$ cat src/hnbt_pkg.sv
// ---------------------------------------------------------------------------
// hnbt_pkg: shared types and constants
// Command codes, the queued command record and frame-check constants for the
// HDLC NRZI bit-stuffing transmitter.
// ---------------------------------------------------------------------------
`default_nettype none

package hnbt_pkg;

   typedef enum logic [1:0] {
      FUNC_DATA     = 2'd0,  // byte sent with bit stuffing
      FUNC_RAW      = 2'd1,  // byte sent as is (flags)
      FUNC_CHK_RST  = 2'd2,  // preset frame check
      FUNC_CHK_EMIT = 2'd3   // send complemented frame check, low byte first
   } func_type;

   typedef struct packed {
      func_type   func;
      logic [7:0] data;
   } cmd_type;

   localparam logic [15:0] CHECK_POLY   = 16'h8408;
   localparam logic [15:0] CHECK_PRESET = 16'hFFFF;
   localparam logic [2:0]  RUN_MAX      = 3'd7;
   localparam logic [2:0]  RUN_LIMIT    = 3'd5;
   localparam logic [4:0]  BYTE_BITS    = 5'd8;
   localparam logic [4:0]  CHECK_BITS   = 5'd16;

endpackage

`default_nettype wire

$ cat src/hnbt_front.sv
// ---------------------------------------------------------------------------
// hnbt_front: command intake and queue
// Accepts request transfers, packs them into command records and holds them
// in a short queue for the serializer.
// ---------------------------------------------------------------------------
`default_nettype none

module hnbt_front
   import hnbt_pkg::*;
#(
   parameter int QUEUE_DEPTH = 2
) (
   input  wire logic       clock,
   input  wire logic       reset,
   input  wire logic       req_valid,
   output logic            req_ready,
   input  wire logic [1:0] req_func,
   input  wire logic [7:0] req_data_byte,
   output logic            cmd_valid,
   output cmd_type         cmd,
   input  wire logic       cmd_pop
);

   localparam int PtrW = (QUEUE_DEPTH > 1) ? $clog2(QUEUE_DEPTH) : 1;
   localparam int CntW = $clog2(QUEUE_DEPTH + 1);
   localparam logic [PtrW-1:0] PtrLast = PtrW'(QUEUE_DEPTH - 1);
   localparam logic [CntW-1:0] CntFull = CntW'(QUEUE_DEPTH);

   cmd_type         slot_ff [QUEUE_DEPTH];
   logic [PtrW-1:0] wr_ptr_ff, wr_ptr_in;
   logic [PtrW-1:0] rd_ptr_ff, rd_ptr_in;
   logic [CntW-1:0] count_ff, count_in;
   logic            push;
   logic            pop;

   assign req_ready = (count_ff != CntFull);
   assign cmd_valid = (count_ff != '0);
   assign cmd       = slot_ff[rd_ptr_ff];
   assign push      = req_valid && req_ready;
   assign pop       = cmd_pop && cmd_valid;

   always_comb begin
      wr_ptr_in = wr_ptr_ff;
      rd_ptr_in = rd_ptr_ff;
      count_in  = count_ff;
      if (push) begin
         wr_ptr_in = (wr_ptr_ff == PtrLast) ? '0 : wr_ptr_ff + 1'b1;
      end
      if (pop) begin
         rd_ptr_in = (rd_ptr_ff == PtrLast) ? '0 : rd_ptr_ff + 1'b1;
      end
      if (push && !pop) begin
         count_in = count_ff + 1'b1;
      end else if (pop && !push) begin
         count_in = count_ff - 1'b1;
      end
   end

   always_ff @(posedge clock) begin
      if (reset) begin
         wr_ptr_ff <= '0;
         rd_ptr_ff <= '0;
         count_ff  <= '0;
      end else begin
         wr_ptr_ff <= wr_ptr_in;
         rd_ptr_ff <= rd_ptr_in;
         count_ff  <= count_in;
      end
   end

   always_ff @(posedge clock) begin
      if (push) begin
         slot_ff[wr_ptr_ff] <= '{func: func_type'(req_func), data: req_data_byte};
      end
   end

endmodule

`default_nettype wire

$ cat src/hnbt_back.sv
// ---------------------------------------------------------------------------
// hnbt_back: bit serializer
// Shifts bytes out LSB first, runs the CRC-16, inserts stuffing bits and
// NRZI-codes the line, one bit per cycle unless stalled, into an output register.
// ---------------------------------------------------------------------------
`default_nettype none

module hnbt_back
   import hnbt_pkg::*;
(
   input  wire logic clock,
   input  wire logic reset,
   input  wire logic cmd_valid,
   input  cmd_type   cmd,
   output logic      cmd_pop,
   output logic      rsp_valid,
   input  wire logic rsp_ready,
   output logic      rsp_line_bit,
   output logic      rsp_stuffed,
   output logic      rsp_last
);

   logic [15:0] check_ff, check_in;
   logic        tone_ff, tone_in;
   logic [2:0]  run_ff, run_in;
   logic [15:0] shreg_ff, shreg_in;
   logic [4:0]  left_ff, left_in;     // data bits still to send
   logic        stuff_en_ff, stuff_en_in;
   logic        pend_ff, pend_in;     // stuffing bit owed

   logic        out_valid_ff, out_valid_in;
   logic        out_bit_ff, out_bit_in;
   logic        out_stuffed_ff, out_stuffed_in;
   logic        out_last_ff, out_last_in;

   logic        has_bit;
   logic        advance;
   logic        cur_bit;
   logic [2:0]  run_sat;
   logic        bit_val;
   logic        bit_stuffed;
   logic        bit_last;

   assign has_bit = pend_ff || (left_ff != '0);
   assign advance = has_bit && (!out_valid_ff || rsp_ready);
   assign cur_bit = shreg_ff[0];
   assign run_sat = (run_ff == RUN_MAX) ? RUN_MAX : run_ff + 3'd1;

   always_comb begin
      check_in    = check_ff;
      tone_in     = tone_ff;
      run_in      = run_ff;
      shreg_in    = shreg_ff;
      left_in     = left_ff;
      stuff_en_in = stuff_en_ff;
      pend_in     = pend_ff;
      bit_val     = 1'b0;
      bit_stuffed = 1'b0;
      bit_last    = 1'b0;
      cmd_pop     = 1'b0;

      if (advance) begin
         if (pend_ff) begin
            // inserted bit: always a toggle, never enters the check
            tone_in     = ~tone_ff;
            bit_val     = ~tone_ff;
            bit_stuffed = 1'b1;
            run_in      = '0;
            pend_in     = 1'b0;
            bit_last    = (left_ff == '0);
         end else begin
            check_in = {1'b0, check_ff[15:1]}
                       ^ ((check_ff[0] ^ cur_bit) ? CHECK_POLY : 16'h0000);
            shreg_in = {1'b0, shreg_ff[15:1]};
            left_in  = left_ff - 5'd1;
            if (cur_bit) begin
               bit_val = tone_ff;
               run_in  = run_sat;
               if (stuff_en_ff && (run_sat >= RUN_LIMIT)) begin
                  pend_in  = 1'b1;
                  bit_last = 1'b0;
               end else begin
                  bit_last = (left_ff == 5'd1);
               end
            end else begin
               tone_in  = ~tone_ff;
               bit_val  = ~tone_ff;
               run_in   = '0;
               bit_last = (left_ff == 5'd1);
            end
         end
      end

      // load the next command once the current one has no bits left
      if (cmd_valid && !pend_in && (left_in == '0)) begin
         cmd_pop = 1'b1;
         unique case (cmd.func)
            FUNC_DATA, FUNC_RAW: begin
               shreg_in    = {8'h00, cmd.data};
               left_in     = BYTE_BITS;
               stuff_en_in = (cmd.func == FUNC_DATA);
            end
            FUNC_CHK_RST: begin
               check_in = CHECK_PRESET;
            end
            FUNC_CHK_EMIT: begin
               shreg_in    = ~check_in;
               left_in     = CHECK_BITS;
               stuff_en_in = 1'b1;
            end
            default: begin
               check_in = check_in;
            end
         endcase
      end
   end

   always_comb begin
      out_valid_in   = out_valid_ff;
      out_bit_in     = out_bit_ff;
      out_stuffed_in = out_stuffed_ff;
      out_last_in    = out_last_ff;
      if (advance) begin
         out_valid_in   = 1'b1;
         out_bit_in     = bit_val;
         out_stuffed_in = bit_stuffed;
         out_last_in    = bit_last;
      end else if (rsp_ready) begin
         out_valid_in = 1'b0;
      end
   end

   always_ff @(posedge clock) begin
      if (reset) begin
         check_ff     <= CHECK_PRESET;
         tone_ff      <= 1'b0;
         run_ff       <= '0;
         left_ff      <= '0;
         pend_ff      <= 1'b0;
         out_valid_ff <= 1'b0;
      end else begin
         check_ff     <= check_in;
         tone_ff      <= tone_in;
         run_ff       <= run_in;
         left_ff      <= left_in;
         pend_ff      <= pend_in;
         out_valid_ff <= out_valid_in;
      end
   end

   always_ff @(posedge clock) begin
      shreg_ff       <= shreg_in;
      stuff_en_ff    <= stuff_en_in;
      out_bit_ff     <= out_bit_in;
      out_stuffed_ff <= out_stuffed_in;
      out_last_ff    <= out_last_in;
   end

   assign rsp_valid    = out_valid_ff;
   assign rsp_line_bit = out_bit_ff;
   assign rsp_stuffed  = out_stuffed_ff;
   assign rsp_last     = out_last_ff;

endmodule

`default_nettype wire

$ cat src/hdlc_nrzi_bit_stuff_transmitter.sv
// ---------------------------------------------------------------------------
// hdlc_nrzi_bit_stuff_transmitter: HDLC line-bit transmitter
// Bit stuffing, CRC-16 (0x8408) frame check and NRZI coding, one line bit
// per result transfer.
// ---------------------------------------------------------------------------
// Usage:
//   req channel: one command per transfer. req_func selects a stuffed data
//   byte, a raw byte (flags), a frame-check preset or a frame-check emit;
//   req_data_byte is used by the two byte commands only.
//   rsp channel: one line bit per transfer, rsp_stuffed marks inserted bits,
//   rsp_last marks the final bit a command produced. A check preset makes
//   no transfer.
//   Throughput: the serializer puts out one line bit per cycle while rsp_ready
//   stays high; a preset sends no line bit but still takes its turn as the
//   serializer's command load. The serializer's one-bit-per-cycle loop sets
//   the rate; the next command loads in the cycle its predecessor's last bit
//   leaves, so byte and emit commands follow with no gaps.
//   Path: when the block is idle, a command's first bit passes the queue
//   register, then the shift register, then the output register to be shown.
//   Stalls: when rsp_ready is low the output register holds its bit and the
//   serializer waits; the command queue (QUEUE_DEPTH entries) keeps taking
//   requests until it fills, then req_ready drops.
//   Reset: queue emptied, check preset to 0xFFFF, tone 0 (space), ones
//   run cleared, no result pending.
// ---------------------------------------------------------------------------
`default_nettype none

module hdlc_nrzi_bit_stuff_transmitter
   import hnbt_pkg::*;
#(
   parameter int QUEUE_DEPTH = 2
) (
   input  wire logic       clock,
   input  wire logic       reset,
   input  wire logic       req_valid,
   output logic            req_ready,
   input  wire logic [1:0] req_func,
   input  wire logic [7:0] req_data_byte,
   output logic            rsp_valid,
   input  wire logic       rsp_ready,
   output logic            rsp_line_bit,
   output logic            rsp_stuffed,
   output logic            rsp_last
);

   logic    cmd_valid;
   cmd_type cmd;
   logic    cmd_pop;

   // front: intake and command queue
   hnbt_front #(
      .QUEUE_DEPTH (QUEUE_DEPTH)
   ) u_front (
      .clock         (clock),
      .reset         (reset),
      .req_valid     (req_valid),
      .req_ready     (req_ready),
      .req_func      (req_func),
      .req_data_byte (req_data_byte),
      .cmd_valid     (cmd_valid),
      .cmd           (cmd),
      .cmd_pop       (cmd_pop)
   );

   // back: serializer, check, stuffing, NRZI and output register
   hnbt_back u_back (
      .clock        (clock),
      .reset        (reset),
      .cmd_valid    (cmd_valid),
      .cmd          (cmd),
      .cmd_pop      (cmd_pop),
      .rsp_valid    (rsp_valid),
      .rsp_ready    (rsp_ready),
      .rsp_line_bit (rsp_line_bit),
      .rsp_stuffed  (rsp_stuffed),
      .rsp_last     (rsp_last)
   );

endmodule

`default_nettype wire

$ cat config.mk
export PLATFORM = sky130hd
export DESIGN_NAME = hdlc_nrzi_bit_stuff_transmitter
export DESIGN_NICKNAME = d
export VERILOG_FILES = /design/src/hnbt_pkg.sv /design/src/hnbt_front.sv /design/src/hnbt_back.sv /design/src/hdlc_nrzi_bit_stuff_transmitter.sv
export SDC_FILE = /design/constraint.sdc
export NUM_CORES = 1
export LEC_CHECK = 0
export BUFFER_PORTS_ARGS = -buffer_cell sky130_fd_sc_hd__buf_4
export CORE_MARGIN = 2
export CORE_UTILIZATION = 60
export DETAILED_ROUTE_END_ITERATION = 12
export PLACE_DENSITY = 0.82
export SETUP_SLACK_MARGIN = 0.15
export SLEW_MARGIN = 20
export SYNTH_ARGS = -nofsm -noshare
export SYNTH_HDL_FRONTEND = slang
export SYNTH_HIERARCHICAL = 1
export SYNTH_SLANG_ARGS = --single-unit
$ cat constraint.sdc
create_clock -name clock -period 3.2 [get_ports clock]
set_input_delay 0.32 -clock clock [delete_from_list [all_inputs] [get_ports clock]]
set_output_delay 0.32 -clock clock [all_outputs]
set_load 0.05 [all_outputs]
==> metrics <==
status complete, no violations; vias in the first global route 1892; Yosys top cell by area dfxtp_1; DP Wirelength around 3300 µm; Critical Path End Type register; top-count cell post-synth dfxtp_1; worst hold start req_data_byte[3]; Final Hold Violating Endpoints 0; number of flops mapped to enable cells by yosys 24; synthesized area per cell ~12 µm²; Synth top area share between 20% and 30%; Final setup viols 0; # fillers 353; antenna viol nets, final 0; max cap viols 0; most used cell, CP ha_1; worst reg2reg startpoint u_back/left_ff[0]; CP max FO 4; Pint between 0.002 and 0.0025 W; worst min-delay path endpoint u_front/slot_ff[0][3]; worst-case clock buffer depth 2; antenna cells 0; final net count 320; Routed WL 4910 µm; startpoint types register; Global Route Usage Sum 18.4%; Post-Syn Instances approximately 280; Multi-input gate area about 1400 µm²; CTS tree yes; CP cell instances inv_2, ha_1, nor4b_4, or4_1, o211ai_2, and3_1, o21ai_0, ha_1, or3_1, a21oi_1; 1st-iter DRT viols 113; H-tree depth 3; R2R Path End u_front/count_ff[1]; Sink Count 72; gr ovfl total 0; ys flop type dfxtp_1; distinct cell type count after synthesis 46; R2R setup slack 390 ps; Hold Buf Count CTS 0; DR pass1 iterations 4; Largest stage delay, worst path 430 ps; unrepaired setup endpoints after global routing false; Die Span Y approximately 78 µm; Final Max Slew Viols 0; Register Area between 1500 and 2000 µm²; Critical Path AT around 3100 ps; largest net degree at the start of global routing 39; mapped cell area 3250 µm²; final critical-path required period ~2800 ps; power share of the combinational group between 30% and 40%; Root Driver clkbuf_8; Lkg Pwr 1.42 nW; CP startpoint u_back/left_ff[0]; VDD IR max between 0.0005 and 0.0006 V; critical path depth 10; Residual DRC 0; Reg2Reg Depth 10; ys async rst share 0%; Cell Area, Placed between 3000 and 4000 µm²; post-cts resize count 0; total negative setup slack 0 ps; total setup buffers inserted after CTS 0; die area 6020 µm²; worst skew pair latency roughly 340 ps; core area about 5200 µm²; wire length per cell about 13 µm; first-pass GRT wire length about 8500 µm; register bit total from synthesis 72; Starting Density 62.8%; total power per unit cell area between 800 and 900 nW/µm²; die extent in x 77.6 µm; Yosys warnings 6; clock power share about a fifth; area added between synthesis and finish 10.1%; worst min-delay path class input pin to register; top cells by instance count after synthesis dfxtp_1 (48), mux2i_1 (47), nand2_1 (29); Ports 19; Setup Crit Path Kind register to register; CP delay by family, top simple AND/OR/NAND/NOR gates; routed vias/inst 5.27; Tightest Pin Transition 872 ps; CP max-delay cell or4_1; Psw 0.00110 W; via count 1956; buffers added on ports 18; Worst Path Buf+Inv 1; sequential fraction of the synthesis area 51.8%; post-synthesis net count between 300 and 400; Core Rows 26; Seq pwr share 40.7%; gpl congestion around 0.75; Period Utilization, post-route 87.9%; Hold Crit Depth 1; Clock Pin Slew Worst Setup and Hold Paths ~70 ps; Worst Skew about 6.9 ps; overall power 0.00310 W; Fmax 356 MHz; CP required between 3000 and 4000 ps; Sw Ratio roughly 35%; Num CTS Buffers 9; Post-Route Utilization just under 70%; Synth area leaders dfxtp_1 (30%), edfxtp_1 (22%), mux2i_1 (14%); initial antenna violation count 0; proportion of layout cells with a drive suffix above 1 between 10% and 20%; Max transition margin 41.6%; Layout Cell Area excl Fill approximately 3600 µm²
==> placed cells by master, fill, tap and decap left out, drive strengths merged, types with 2 or more instances in the layout <==
master	n
mux2i	48
a211oi	2
ha	10
buf	20
or2	2
nand2b	2
nor2b	4
xor2	7
a21oi	9
o21ai	3
edfxtp	24
o211ai	2
a31oi	2
dfxtp	48
a22oi	9
nor2	16
nand3	3
clkbuf	13
a41oi	2
nand2	29
inv	11
and3	2
clkinv	3
mux2	10
xnor2	6
nor3	2
==> routing by layer <==
layer	wire (µm)	global-route usage, %
met3	160	6.63
met5	0	0
met4	95	9.29
met2	2340	29.0
met1	2320	22.2
==> area by class of cell <==
class | count | area share (%)
timing repair buffer | 20 | 4.20
tap | 70 | 2.45
clock buffer | 13 | 4.72
multi-input combinational | 182 | 40.0
inverter | 11 | 1.15
sequential | 72 | 47.0
clock inverter | 3 | 0.420
==> state kept, by name (all words and copies together), names as in the netlist, 2 cells and up, named ones only <==
signal            flops
u_back/run_ff         3
u_front/count_ff      2
u_back/left_ff        5
u_back/shreg_ff      16
u_back/check_ff      16
u_front/slot_ff      20
==> power by group through the flow <==
stage | sequential [W] | clock, W | combinational (W)
2_1_floorplan | 0.00133 | 0 | 0.000935
3_3_place_gp | 0.00128 | 0 | 0.00115
3_5_place_dp | 0.00128 | 0 | 0.00118
4_1_cts | 0.00126 | 0.000673 | 0.00119
5_1_grt | 0.00129 | 0.000717 | 0.00130
6_report | 0.00126 | 0.000653 | 0.00119
==> through the flow <==
step,setup WS (ps),cells,hold WS [ps]
after global routing,218,371,134
after CTS,389,371,141
final,388,371,161
after floorplan,656,279,389
after detailed placement,438,355,467
after global placement,532,355,468
==> how the worst max path moves through the flow <==
| stage | end | slack, ps |
|---|---|---|
| floorplan | u_front/count_ff[1] | 660 |
| global placement | u_front/count_ff[1] | 530 |
| detailed placement | u_front/count_ff[1] | 440 |
| CTS | u_front/count_ff[1] | 390 |
| global route | u_front/count_ff[1] | 220 |
| finish | u_front/count_ff[1] | 390 |
==> kinds of logic after synthesis <==
family / after synthesis / share of synthesized area (%)
AOI/OAI and AO/OA: 31 / 6.93
xor gates and xnor gates: 13 / 3.51
adders and majority gates: 10 / 3.85
buffers and inverters: 25 / 4.31
DFF: 72 / 51.8
muxes: 58 / 18.4
and+or+nand+nor: 70 / 11.2
Power figures use the tool's default switching activity.
